$ cat config.mk
export PLATFORM = sky130hd
export DESIGN_NAME = dual_screen_color_compositor
export DESIGN_NICKNAME = d
export VERILOG_FILES = /design/src/hw/rtl/dscc_pkg.sv /design/src/hw/rtl/dscc_front.sv /design/src/hw/rtl/dscc_queue.sv /design/src/hw/rtl/dscc_back.sv /design/src/hw/rtl/dual_screen_color_compositor.sv
export SDC_FILE = /design/constraint.sdc
export NUM_CORES = 2
export LEC_CHECK = 0
export BUFFER_PORTS_ARGS = -buffer_cell sky130_fd_sc_hd__buf_2
export CORE_MARGIN = 3
export CORE_UTILIZATION = 40
export CTS_BUF_LIST = sky130_fd_sc_hd__clkbuf_8
export CTS_CLUSTER_DIAMETER = 30
export DETAILED_ROUTE_END_ITERATION = 10
export PLACE_DENSITY_LB_ADDON = 0.05
export SETUP_SLACK_MARGIN = 0.3
export SLEW_MARGIN = 30
export SYNTH_ARGS = -nofsm -noshare
export SYNTH_HDL_FRONTEND = slang
export SYNTH_MEMORY_MAX_BITS = 65536
export SYNTH_SLANG_ARGS = --single-unit
$ cat constraint.sdc
create_clock -name clk -period 7.5 [get_ports clk]
set_input_delay 1.125 -clock clk [delete_from_list [all_inputs] [get_ports clk]]
set_output_delay 1.125 -clock clk [all_outputs]
set_load 0.03 [all_outputs]
$ cat src/hw/rtl/dscc_pkg.sv
// shared types, codes and sizes of the dual screen color compositor
// no dependencies
package dscc_pkg;

    localparam int PAL_DEPTH   = 256;
    localparam int QUEUE_DEPTH = 2;   // power of two
    localparam int PTR_W       = $clog2(QUEUE_DEPTH);
    localparam int CNT_W       = $clog2(QUEUE_DEPTH + 1);

    // request codes
    localparam logic OP_PIXEL     = 1'b0;
    localparam logic OP_PAL_WRITE = 1'b1;

    // configuration register indexes
    localparam logic [2:0] CFG_DISPLAY_MODE    = 3'd0;
    localparam logic [2:0] CFG_BLEND_SUBTRACT  = 3'd1;
    localparam logic [2:0] CFG_SCREEN_A_ENABLE = 3'd2;
    localparam logic [2:0] CFG_SCREEN_B_ENABLE = 3'd3;
    localparam logic [2:0] CFG_B_BACKDROP_ONLY = 3'd4;
    localparam logic [2:0] CFG_BACKDROP_A      = 3'd5;
    localparam logic [2:0] CFG_BACKDROP_B      = 3'd6;

    // display modes; the two remaining codes show black
    localparam logic [2:0] MODE_BLEND      = 3'd0;
    localparam logic [2:0] MODE_HALF_BLEND = 3'd1;
    localparam logic [2:0] MODE_A_ONLY     = 3'd2;
    localparam logic [2:0] MODE_AVERAGE    = 3'd3;
    localparam logic [2:0] MODE_B_OVER_A   = 3'd4;
    localparam logic [2:0] MODE_A_OVER_B   = 3'd5;

    // rgb555 channel positions
    localparam int RED_LSB   = 10;
    localparam int GREEN_LSB = 5;
    localparam int BLUE_LSB  = 0;
    localparam logic [4:0] CH_MAX = 5'h1F;

    typedef struct packed {
        logic [2:0]  display_mode;
        logic        blend_subtract;
        logic        screen_a_enable;
        logic        screen_b_enable;
        logic        b_backdrop_only;
        logic [15:0] backdrop_a;
        logic [15:0] backdrop_b;
    } cfg_t;

    typedef struct packed {
        logic        nz_a;
        logic        nz_b;
        logic [15:0] pal_a;
        logic [15:0] pal_b;
    } queue_entry_t;

endpackage

$ cat src/hw/rtl/dscc_front.sv
// front end: accepts requests, owns the palette ram, reads both pixel colors
// depends on dscc_pkg
module dscc_front
    import dscc_pkg::*;
(
    input  logic         clk,
    input  logic         rst_n,
    input  logic         in_valid,
    output logic         in_ready,
    input  logic         op,
    input  logic [7:0]   index_a,
    input  logic [7:0]   index_b,
    input  logic [7:0]   pal_addr,
    input  logic [15:0]  pal_data,
    output queue_entry_t push_data,
    output logic         push_valid,
    input  logic         push_ready
);

    logic [15:0] palette_mem [PAL_DEPTH];
    logic [15:0] rd_a_reg;
    logic [15:0] rd_b_reg;
    logic        nz_a_reg;
    logic        nz_b_reg;
    logic        valid_reg;
    logic        valid_next;
    logic        accept;
    logic        pix_accept;
    logic        pal_write;

    assign in_ready   = !valid_reg || push_ready;
    assign accept     = in_valid && in_ready;
    assign pix_accept = accept && (op == OP_PIXEL);
    assign pal_write  = accept && (op == OP_PAL_WRITE);

    // read stage advances whenever a new request can be taken
    assign valid_next = in_ready ? pix_accept : valid_reg;

    always_ff @(posedge clk)
    begin
        if (pal_write)
        begin
            palette_mem[pal_addr] <= pal_data;
        end
        if (pix_accept)
        begin
            rd_a_reg <= palette_mem[index_a];
            rd_b_reg <= palette_mem[index_b];
            nz_a_reg <= (index_a != 8'd0);
            nz_b_reg <= (index_b != 8'd0);
        end
    end

    always_ff @(posedge clk or negedge rst_n)
    begin
        if (!rst_n)
        begin
            valid_reg <= 1'b0;
        end
        else
        begin
            valid_reg <= valid_next;
        end
    end

    assign push_valid = valid_reg;
    assign push_data  = '{nz_a: nz_a_reg, nz_b: nz_b_reg, pal_a: rd_a_reg, pal_b: rd_b_reg};

endmodule

$ cat src/hw/rtl/dscc_queue.sv
// short queue of classified pixels between the front and back ends
// depends on dscc_pkg
module dscc_queue
    import dscc_pkg::*;
(
    input  logic         clk,
    input  logic         rst_n,
    input  queue_entry_t push_data,
    input  logic         push_valid,
    output logic         push_ready,
    output queue_entry_t pop_data,
    output logic         pop_valid,
    input  logic         pop_ready
);

    queue_entry_t            entry_reg [QUEUE_DEPTH];
    logic [PTR_W-1:0]        wr_ptr_reg;
    logic [PTR_W-1:0]        wr_ptr_next;
    logic [PTR_W-1:0]        rd_ptr_reg;
    logic [PTR_W-1:0]        rd_ptr_next;
    logic [CNT_W-1:0]        count_reg;
    logic [CNT_W-1:0]        count_next;
    logic                    do_push;
    logic                    do_pop;

    assign push_ready = (count_reg != CNT_W'(QUEUE_DEPTH));
    assign pop_valid  = (count_reg != '0);
    assign do_push    = push_valid && push_ready;
    assign do_pop     = pop_valid && pop_ready;
    assign pop_data   = entry_reg[rd_ptr_reg];

    always_comb
    begin
        wr_ptr_next = do_push ? wr_ptr_reg + 1'b1 : wr_ptr_reg;
        rd_ptr_next = do_pop ? rd_ptr_reg + 1'b1 : rd_ptr_reg;
        count_next  = count_reg;
        if (do_push && !do_pop)
        begin
            count_next = count_reg + 1'b1;
        end
        else if (do_pop && !do_push)
        begin
            count_next = count_reg - 1'b1;
        end
    end

    always_ff @(posedge clk)
    begin
        if (do_push)
        begin
            entry_reg[wr_ptr_reg] <= push_data;
        end
    end

    always_ff @(posedge clk or negedge rst_n)
    begin
        if (!rst_n)
        begin
            wr_ptr_reg <= '0;
            rd_ptr_reg <= '0;
            count_reg  <= '0;
        end
        else
        begin
            wr_ptr_reg <= wr_ptr_next;
            rd_ptr_reg <= rd_ptr_next;
            count_reg  <= count_next;
        end
    end

endmodule

$ cat src/hw/rtl/dscc_back.sv
// back end: resolves screen colors, composites the display color, output register
// depends on dscc_pkg
module dscc_back
    import dscc_pkg::*;
(
    input  logic         clk,
    input  logic         rst_n,
    input  cfg_t         cfg,
    input  queue_entry_t pop_data,
    input  logic         pop_valid,
    output logic         pop_ready,
    output logic         out_valid,
    input  logic         out_ready,
    output logic [15:0]  display_color,
    output logic [15:0]  screen_a_color,
    output logic [15:0]  screen_b_color
);

    function automatic logic [4:0] blend_chan(input logic [4:0] a, input logic [4:0] b,
                                              input logic sub, input logic halve);
        logic signed [6:0] v;
        logic [4:0]        r;
        v = sub ? $signed({2'b00, a}) - $signed({2'b00, b})
                : $signed({2'b00, a}) + $signed({2'b00, b});
        if (halve)
        begin
            v = v >>> 1;   // floor for negative differences
        end
        if (v < 0)
        begin
            r = 5'd0;
        end
        else if (v > $signed({2'b00, CH_MAX}))
        begin
            r = CH_MAX;
        end
        else
        begin
            r = v[4:0];
        end
        return r;
    endfunction

    function automatic logic [4:0] avg_chan(input logic [4:0] a, input logic [4:0] b);
        logic [5:0] s;
        s = {1'b0, a} + {1'b0, b};
        return s[5:1];
    endfunction

    logic        out_valid_reg;
    logic        out_valid_next;
    logic [15:0] display_reg;
    logic [15:0] col_a_reg;
    logic [15:0] col_b_reg;
    logic [15:0] col_a;
    logic [15:0] col_b;
    logic [15:0] in_a;
    logic [15:0] in_b;
    logic [15:0] disp;
    logic        b_from_pal;
    logic        take;
    logic        halve;

    assign pop_ready = !out_valid_reg || out_ready;
    assign take      = pop_valid && pop_ready;

    always_comb
    begin
        b_from_pal = pop_data.nz_b && !cfg.b_backdrop_only;
        col_a      = pop_data.nz_a ? pop_data.pal_a : cfg.backdrop_a;
        col_b      = b_from_pal ? pop_data.pal_b : cfg.backdrop_b;
        in_a       = cfg.screen_a_enable ? col_a : 16'd0;
        in_b       = cfg.screen_b_enable ? col_b : 16'd0;
        halve      = (cfg.display_mode == MODE_HALF_BLEND);
        case (cfg.display_mode)
            MODE_BLEND, MODE_HALF_BLEND:
            begin
                disp = {1'b0,
                        blend_chan(in_a[RED_LSB+:5], in_b[RED_LSB+:5],
                                   cfg.blend_subtract, halve),
                        blend_chan(in_a[GREEN_LSB+:5], in_b[GREEN_LSB+:5],
                                   cfg.blend_subtract, halve),
                        blend_chan(in_a[BLUE_LSB+:5], in_b[BLUE_LSB+:5],
                                   cfg.blend_subtract, halve)};
            end
            MODE_A_ONLY:
            begin
                disp = in_a;
            end
            MODE_AVERAGE:
            begin
                disp = {1'b0,
                        avg_chan(in_a[RED_LSB+:5], in_b[RED_LSB+:5]),
                        avg_chan(in_a[GREEN_LSB+:5], in_b[GREEN_LSB+:5]),
                        avg_chan(in_a[BLUE_LSB+:5], in_b[BLUE_LSB+:5])};
            end
            MODE_B_OVER_A:
            begin
                disp = (cfg.screen_b_enable && b_from_pal) ? col_b : in_a;
            end
            MODE_A_OVER_B:
            begin
                disp = (cfg.screen_a_enable && pop_data.nz_a) ? col_a : in_b;
            end
            default:
            begin
                disp = 16'd0;
            end
        endcase
    end

    assign out_valid_next = pop_ready ? pop_valid : out_valid_reg;

    always_ff @(posedge clk)
    begin
        if (take)
        begin
            display_reg <= disp;
            col_a_reg   <= col_a;
            col_b_reg   <= col_b;
        end
    end

    always_ff @(posedge clk or negedge rst_n)
    begin
        if (!rst_n)
        begin
            out_valid_reg <= 1'b0;
        end
        else
        begin
            out_valid_reg <= out_valid_next;
        end
    end

    assign out_valid      = out_valid_reg;
    assign display_color  = display_reg;
    assign screen_a_color = col_a_reg;
    assign screen_b_color = col_b_reg;

endmodule

$ cat src/hw/rtl/dual_screen_color_compositor.sv
// a pixel result passes the front read register, the queue and the output register,
// and waits longer while the output is stalled; palette writes give no result
// throughput: one request per cycle while the queue has room, set by the palette ram (two read ports, one write)
// reset: control state and all configuration registers clear; palette contents are kept
// top level of the dual screen color compositor: configuration registers, front, queue, back
// depends on dscc_pkg, dscc_front, dscc_queue, dscc_back
module dual_screen_color_compositor
    import dscc_pkg::*;
(
    input  logic        clk,
    input  logic        rst_n,
    input  logic        in_valid,
    output logic        in_ready,
    input  logic        op,
    input  logic [7:0]  index_a,
    input  logic [7:0]  index_b,
    input  logic [7:0]  pal_addr,
    input  logic [15:0] pal_data,
    output logic        out_valid,
    input  logic        out_ready,
    output logic [15:0] display_color,
    output logic [15:0] screen_a_color,
    output logic [15:0] screen_b_color,
    input  logic        cfg_valid,
    output logic        cfg_ready,
    input  logic [2:0]  cfg_index,
    input  logic [15:0] cfg_data
);

    cfg_t         cfg_reg;
    cfg_t         cfg_next;
    queue_entry_t push_data;
    queue_entry_t pop_data;
    logic         push_valid;
    logic         push_ready;
    logic         pop_valid;
    logic         pop_ready;

    assign cfg_ready = 1'b1;

    always_comb
    begin
        cfg_next = cfg_reg;
        if (cfg_valid && cfg_ready)
        begin
            case (cfg_index)
                CFG_DISPLAY_MODE:    cfg_next.display_mode    = cfg_data[2:0];
                CFG_BLEND_SUBTRACT:  cfg_next.blend_subtract  = cfg_data[0];
                CFG_SCREEN_A_ENABLE: cfg_next.screen_a_enable = cfg_data[0];
                CFG_SCREEN_B_ENABLE: cfg_next.screen_b_enable = cfg_data[0];
                CFG_B_BACKDROP_ONLY: cfg_next.b_backdrop_only = cfg_data[0];
                CFG_BACKDROP_A:      cfg_next.backdrop_a      = cfg_data;
                CFG_BACKDROP_B:      cfg_next.backdrop_b      = cfg_data;
                default:             cfg_next = cfg_reg;
            endcase
        end
    end

    always_ff @(posedge clk or negedge rst_n)
    begin
        if (!rst_n)
        begin
            cfg_reg <= '0;
        end
        else
        begin
            cfg_reg <= cfg_next;
        end
    end

    dscc_front u_front (
        .clk        (clk),
        .rst_n      (rst_n),
        .in_valid   (in_valid),
        .in_ready   (in_ready),
        .op         (op),
        .index_a    (index_a),
        .index_b    (index_b),
        .pal_addr   (pal_addr),
        .pal_data   (pal_data),
        .push_data  (push_data),
        .push_valid (push_valid),
        .push_ready (push_ready)
    );

    dscc_queue u_queue (
        .clk        (clk),
        .rst_n      (rst_n),
        .push_data  (push_data),
        .push_valid (push_valid),
        .push_ready (push_ready),
        .pop_data   (pop_data),
        .pop_valid  (pop_valid),
        .pop_ready  (pop_ready)
    );

    dscc_back u_back (
        .clk            (clk),
        .rst_n          (rst_n),
        .cfg            (cfg_reg),
        .pop_data       (pop_data),
        .pop_valid      (pop_valid),
        .pop_ready      (pop_ready),
        .out_valid      (out_valid),
        .out_ready      (out_ready),
        .display_color  (display_color),
        .screen_a_color (screen_a_color),
        .screen_b_color (screen_b_color)
    );

endmodule

After elaboration in Yosys (flattened, before gate mapping)

Memory sizes are Yosys's and may differ from the RTL's. A register that Yosys moved wholly into a read port is not among the register bits.
Cells that the tools add are included.

RAM bits: 4,164
Word-level logic and storage cells: 110
Memories kept: 2
Output and inout bits: 51
Bits of input ports: 65
Register bits: 95

Bitwise gates (word level): 1
Multiplexer cells: 28
Add/subtract/negate cells: 13
Equality and inequality tests: 12
$lt $le $gt $ge: 6
Reductions and logical operators: 31

Memory list:

| memory              | depth | width | read ports | clocked after memory_dff | wr ports | RTL line         | RTL |
|---|---|---|---|---|---|---|---|
| u_front.palette_mem | 256   | 16    | 2          | 2                        | 1        | dscc_front.sv:20 | `logic [15:0] palette_mem [PAL_DEPTH];` |
| u_queue.entry_reg   | 2     | 34    | 1          | 0                        | 1        | dscc_queue.sv:16 | `queue_entry_t entry_reg [QUEUE_DEPTH];` |

Operator list:

| kind                  | count |
|---|---|
| $mux W16              | 6 |
| $pmux W16 S5          | 1 |
| $mux W7               | 6 |
| $add A5 B5 Y6         | 6 |
| $mux W5               | 6 |
| $gt A7 B6 Y1 const B  | 3 |
| $lt A7 B1 Y1 const B  | 3 |
| $mux W6               | 3 |
| $sub A5 B5 Y6         | 3 |
| $reduce_bool A8 Y1    | 2 |
| $eq A3 B3 Y1 const B  | 5 |
| $reduce_and A2 Y1     | 7 |
| $eq A3 B2 Y1 const B  | 4 |
| $logic_and A1 B1 Y1   | 10 |
| $eq A3 B1 Y1 const B  | 2 |
| $logic_not A3 Y1      | 2 |
| $logic_not A1 Y1      | 5 |
| $mux W1               | 4 |
| $mux W2               | 2 |
| $reduce_bool A2 Y1    | 2 |
| $add A1 B1 Y1 const B | 2 |
| $add A2 B1 Y2 const B | 1 |
| $logic_or A1 B1 Y1    | 2 |
| $ne A2 B2 Y1 const B  | 1 |
| 3 further kinds       | 3 |

Longest topological paths before layout

Depth after elaboration: 12
Depth in mapped cells: 16
Depth with buffers taken out: 14

Modules after synthesis

From an unflattened synthesis, not the netlist that was laid out.

Cells, all modules: 10,543
Area total of the unflattened synthesis: 201,537.0 um2

Modules (own cells, without submodules):

| module                       | instances | seq. area each (um2) | cells each | area each (um2) |
|---|---|---|---|---|
| dscc_front                   | 1         | 124,044.0            | 9,877      | 192,652.3 |
| dscc_back                    | 1         | 1,466.4              | 453        | 4,446.8 |
| dscc_queue                   | 1         | 2,142.1              | 124        | 2,798.9 |
| dual_screen_color_compositor | 1         | 975.9                | 89         | 1,639.1 |

Least setup slack after synthesis

Ideal clock, no wire load.

Kind: register to register
Start: register u_queue.rd_ptr_reg
End: register u_back.display_reg[13], in the netlist u_back.display_color[13] (data pin)
Period minus slack after synthesis: 3,708 ps
Data required time: 7,320 ps
Arrival time: 3,528 ps
Library setup time: 180 ps
Stages on the path, launching flop included: 16
Setup slack: 3,792 ps
Path buffers: 6
Path through: dfrtp_1 > buf_4 > buf_2 > buf_2 > clkbuf_1 > buf_2 > a21oi_1 > and2_1 > ha_1 > clkbuf_1 > a21o_1 > a21oi_1 > o31ai_1 > nor2_1 > a221o_1 > o311ai_1

Elaborated cells between the ends (all ways): 21
Those cells by class: add/sub: 3; order compare: 2; mux: 12; reduce/logical: 3; memory: 1

RTL lines:

| what                                           | RTL line                                          | RTL |
|---|---|---|
| start: declaration                             | dscc_queue.sv:19                                  | `logic [PTR_W-1:0] rd_ptr_reg;` |
| start signal: assignment                       | dscc_queue.sv:66                                  | `rd_ptr_reg <= rd_ptr_next;` |
| $mem_v2 Z2 W34 *                               | n/a                                               |  |
| $mux W16 *                                     | dscc_back.sv:70                                   | `col_a = pop_data.nz_a ? pop_data.pal_a : cfg.backdrop_a;` |
| named net u_back.col_a[12]                     | dscc_back.sv:55                                   | `logic [15:0] col_a;` |
| $mux W16 *                                     | dscc_back.sv:72                                   | `in_a = cfg.screen_a_enable ? col_a : 16'd0;` |
| $add A5 B5 Y6 or $sub A5 B5 Y6 (tied branches) | dscc_back.sv:24, dscc_back.sv:46, dscc_back.sv:23 |  |
| $mux W7                                        | dscc_back.sv:23                                   | `v = sub ? $signed({2'b00, a}) - $signed({2'b00, b})` |
| $mux W6                                        | dscc_back.sv:25                                   | `if (halve)` |
| $mux W7                                        | dscc_back.sv:75                                   | `case (cfg.display_mode)` |
| $gt A7 B6 Y1                                   | dscc_back.sv:33                                   | `else if (v > $signed({2'b00, CH_MAX}))` |
| $mux W5                                        | dscc_back.sv:33                                   |  |
| $mux W5                                        | dscc_back.sv:29                                   | `if (v < 0)` |
| $pmux W16 S5 *                                 | dscc_back.sv:75                                   |  |
| named net u_back.disp[13]                      | dscc_back.sv:59                                   | `logic [15:0] disp;` |
| end signal: assignment                         | dscc_back.sv:118                                  | `display_reg <= disp;` |
| end: declaration                               | dscc_back.sv:52                                   | `logic [15:0] display_reg;` |

Mark *: on every way through the listed nets, which the timed path passes. The rest lies on a longest branch. The select of a mux whose other input is x is not followed.
A chain may end at the register's enable or synchronous reset.

==> flow_metrics.py <==
metrics = {
    "run_status": {
        "outcome": "complete, no violations",
    },
    "worst_setup_path": {
        "cp_slowest_stage_delay_ns": 1.07,
        "worst-path-buf-inv": 4,
        "arrival_ns": 6.14,
        "slowest_stage": "o41ai_1",
        "end_kind": "flip-flop",
        "cp_top_family": "compound AO/OA/AOI/OAI gates",
        "reg2reg_to": "u_back.display_color[9]",
        "required_ns": 8.55,
        "r2r-start": "u_queue.rd_ptr_reg",
        "critPathLaunchType": "primary input",
        "crit_start": "index_a[1]",
        "r2r_cells": 14,
        "cp_max_fo": 83,
        "path_cells": "buf_12, buf_4, buf_4, mux4_2, a32oi_1, o211ai_1, o41ai_1, buf_4, o221ai_1",
        "worstSetupPathType": "primary input to flip-flop",
        "r2r_slack_ns": 2.59,
        "path_common_cell": "buf_4",
    },
    "place": {
        "place_congestion": 0.976,
        "port_buffers": 114,
        "dp.cells": 17200,
        "dp_slack_ns": 1.63,
        "dp_hpwl_um": 600000,
        "placed_area_mm2": 0.213,
    },
    "pwr": {
        "p_int_uw": 48800,
        "p_leak_uw": 0.0776,
        "vdd_drop_max_uv": 252,
        "p_seq_share_pct": 40.8,
        "p_sw_share_pct": 26.4,
        "clkPwrFrac_pct": 48.2,
        "total_power_uw": 66300,
        "switching_power_uw": 17500,
        "combPwrFrac_pct": 11.0,
        "powerDensity_mw_per_mm2": 279,
    },
    "cells_and_area": {
        "drive_above_1_share_pct": 37.8,
        "layout_common_cells": "edfxtp_1, mux4_2, clkbuf_8",
        "largest_reg_flops": 4096,
        "layout_commonest_cell": "edfxtp_1",
        "nets": 11800,
        "area_growth_pct": 18.2,
        "fin_util_pct": 47.6,
        "stdcell_count": 19300,
        "finish.instance_area_mm2": 0.238,
    },
    "clock_tree": {
        "cts.sinks": 4291,
        "htree_num_levels": 7,
        "cts_buffers": 1165,
        "clk_path_buf_depth": 5,
        "cts_tree": "built",
        "path_clk_slew_ns": 0.05,
        "clock-root-buffer": "clkbuf_8",
        "clock_latency_ns": 1.38,
        "ctsResizeCount": 0,
    },
    "floorplan": {
        "rows": 259,
        "ios": 116,
        "die_h_um": 715,
        "die_w_um": 715,
        "die-area_mm2": 0.511,
        "core_area_mm2": 0.499,
        "start_util_pct": 40.3,
    },
    "logic_synthesis": {
        "synth.area.top_cells": "edfxtp_1, mux4_2, mux2i_1, a22oi_1, nor2_1",
        "synth_nets": 10700,
        "synth-edff-count": 4246,
        "ys_types": 93,
        "synth_top_area_share_pct": 63.4,
        "async_flop_share_pct": 1.05,
        "ys_seq_area_share_pct": 64.0,
        "synth_cells": 10600,
        "syn_avg_cell_area_um2": 18.9,
        "ys.flop_type": "edfxtp_1",
        "yosysTopAreaCell": "edfxtp_1",
        "netlist_area_mm2": 0.201,
        "synth_seq_cells": 4291,
        "yosysWarnings": 0,
    },
    "timing": {
        "hold_viol_final": 0,
        "slew_viol_final": 0,
        "relSlewSlack_pct": 8.49,
        "period_minus_slack_ns": 5.09,
        "fin_worst_skew_ns": 0.117,
        "worst_pin_slew_ns": 1.37,
        "fmax_ghz": 0.197,
        "fin_crit_sh_pct": 67.8,
        "finalSetupViolations": 0,
        "rsz0062_at_grt": "no",
        "worst_slack_ns": 2.41,
    },
    "detailed_routing": {
        "via_per_inst": 6.87,
        "drc": 0,
        "firstDrtPassIters": 8,
        "drt_iter0_markers": 22300,
        "wl_per_cell_um": 48.6,
        "final_antenna_net_count": 0,
        "dr_total_vias": 132000,
        "wl_um": 937000,
    },
    "hold_path": {
        "min_to": "u_front.palette_mem[147][8]",
        "worstHoldStart": "pal_data[8]",
        "worstHoldPathCells": 1,
        "hp-class": "primary input to flip-flop",
    },
    "grt": {
        "grt_overflow": 0,
        "grt_pass1_vias": 130000,
        "grt_pass1_wl_um": 1220000,
        "gr-usage-all-layers_pct": 36.4,
        "grt_max_degree": 177,
        "antenna_found_initial": 123,
    },
    "run": {
        "maxCapViolCount": 0,
    },
}
-- Yosys cell counts, drive strengths merged (116+ instances only) --
master,instances
a22oi,218
o221ai,124
edfxtp,4246
mux2i,741
a21oi,286
buf,566
clkbuf,281
nand2,388
a211oi,116
mux4,1848
o21ai,141
o22ai,125
nor2,417
-- final cells by class --
cell class                      instances  area, µm²
Antenna cell                           72        180
Clock buffer                         1194      16400
Clock inverter                        815       7560
Fill cell                           42100     261000
Inverter                               47        208
Multi-Input combinational cell       5438      69100
Sequential cell                      4291     129000
Tap cell                             6655       8330
Timing Repair Buffer                  774       7190
-- per-stage QoR --
stage               hold slack, ns  setup TNS (ns)
finish                       0.149               0
global route                0.0835               0
CTS                        0.00226               0
detailed placement           0.441               0
global placement             0.430         -0.0711
floorplan                    0.421               0
-- how the worst max path moves through the flow --
stage | to | slack, ns | cells past startpoint
final | u_front.rd_a_reg[0] | 2.41 | 9
after global routing | u_back.display_color[9] | 2.37 | 14
after CTS | u_back.display_color[9] | 2.50 | 14
after detailed placement | u_front.rd_a_reg[0] | 1.63 | 9
after global placement | u_front.rd_a_reg[5] | -0.07 | 9
after floorplan | u_back.display_color[13] | 3.79 | 15
-- power groups by stage --
stage	registers, µW	logic, µW	clock network, µW
final	27000	7320	32000
after global routing	27000	7430	33600
after CTS	27000	7140	32200
after detailed placement	27500	7120	0
after global placement	27500	7030	0
after floorplan	27600	3500	0
-- cells by family (layout without fill, tap and decap cells) --
| kind of cell | after synthesis | after routing | synth area share (%) |
|---|---|---|---|
| compound gates | 1485 | 1485 | 5.25 |
| flops | 4291 | 4291 | 64.0 |
| other cells | 1 | 73 | 0.00187 |
| buf+inv | 895 | 2830 | 2.71 |
| simple gates | 1213 | 1213 | 2.71 |
| fa+ha+maj | 34 | 34 | 0.234 |
| xor+xnor | 19 | 19 | 0.0828 |
| mux | 2686 | 2686 | 25.0 |
-- metal layers --
metal	vias to the layer above	global-route usage, %	share of wire [%]
met5	-	0	0.032
li1	48400	-	-
met2	10400	54.0	44
met1	71000	45.7	36
met4	44	24.8	7.7
met3	2550	11.6	12
-- what timing repair did --
item	CTS	global route
setup endpoints to repair	0	0
buffers inserted	0	0
hold buffers	17	0
endpoints found under the hold margin	72	0
Power figures use the tool's default switching activity.
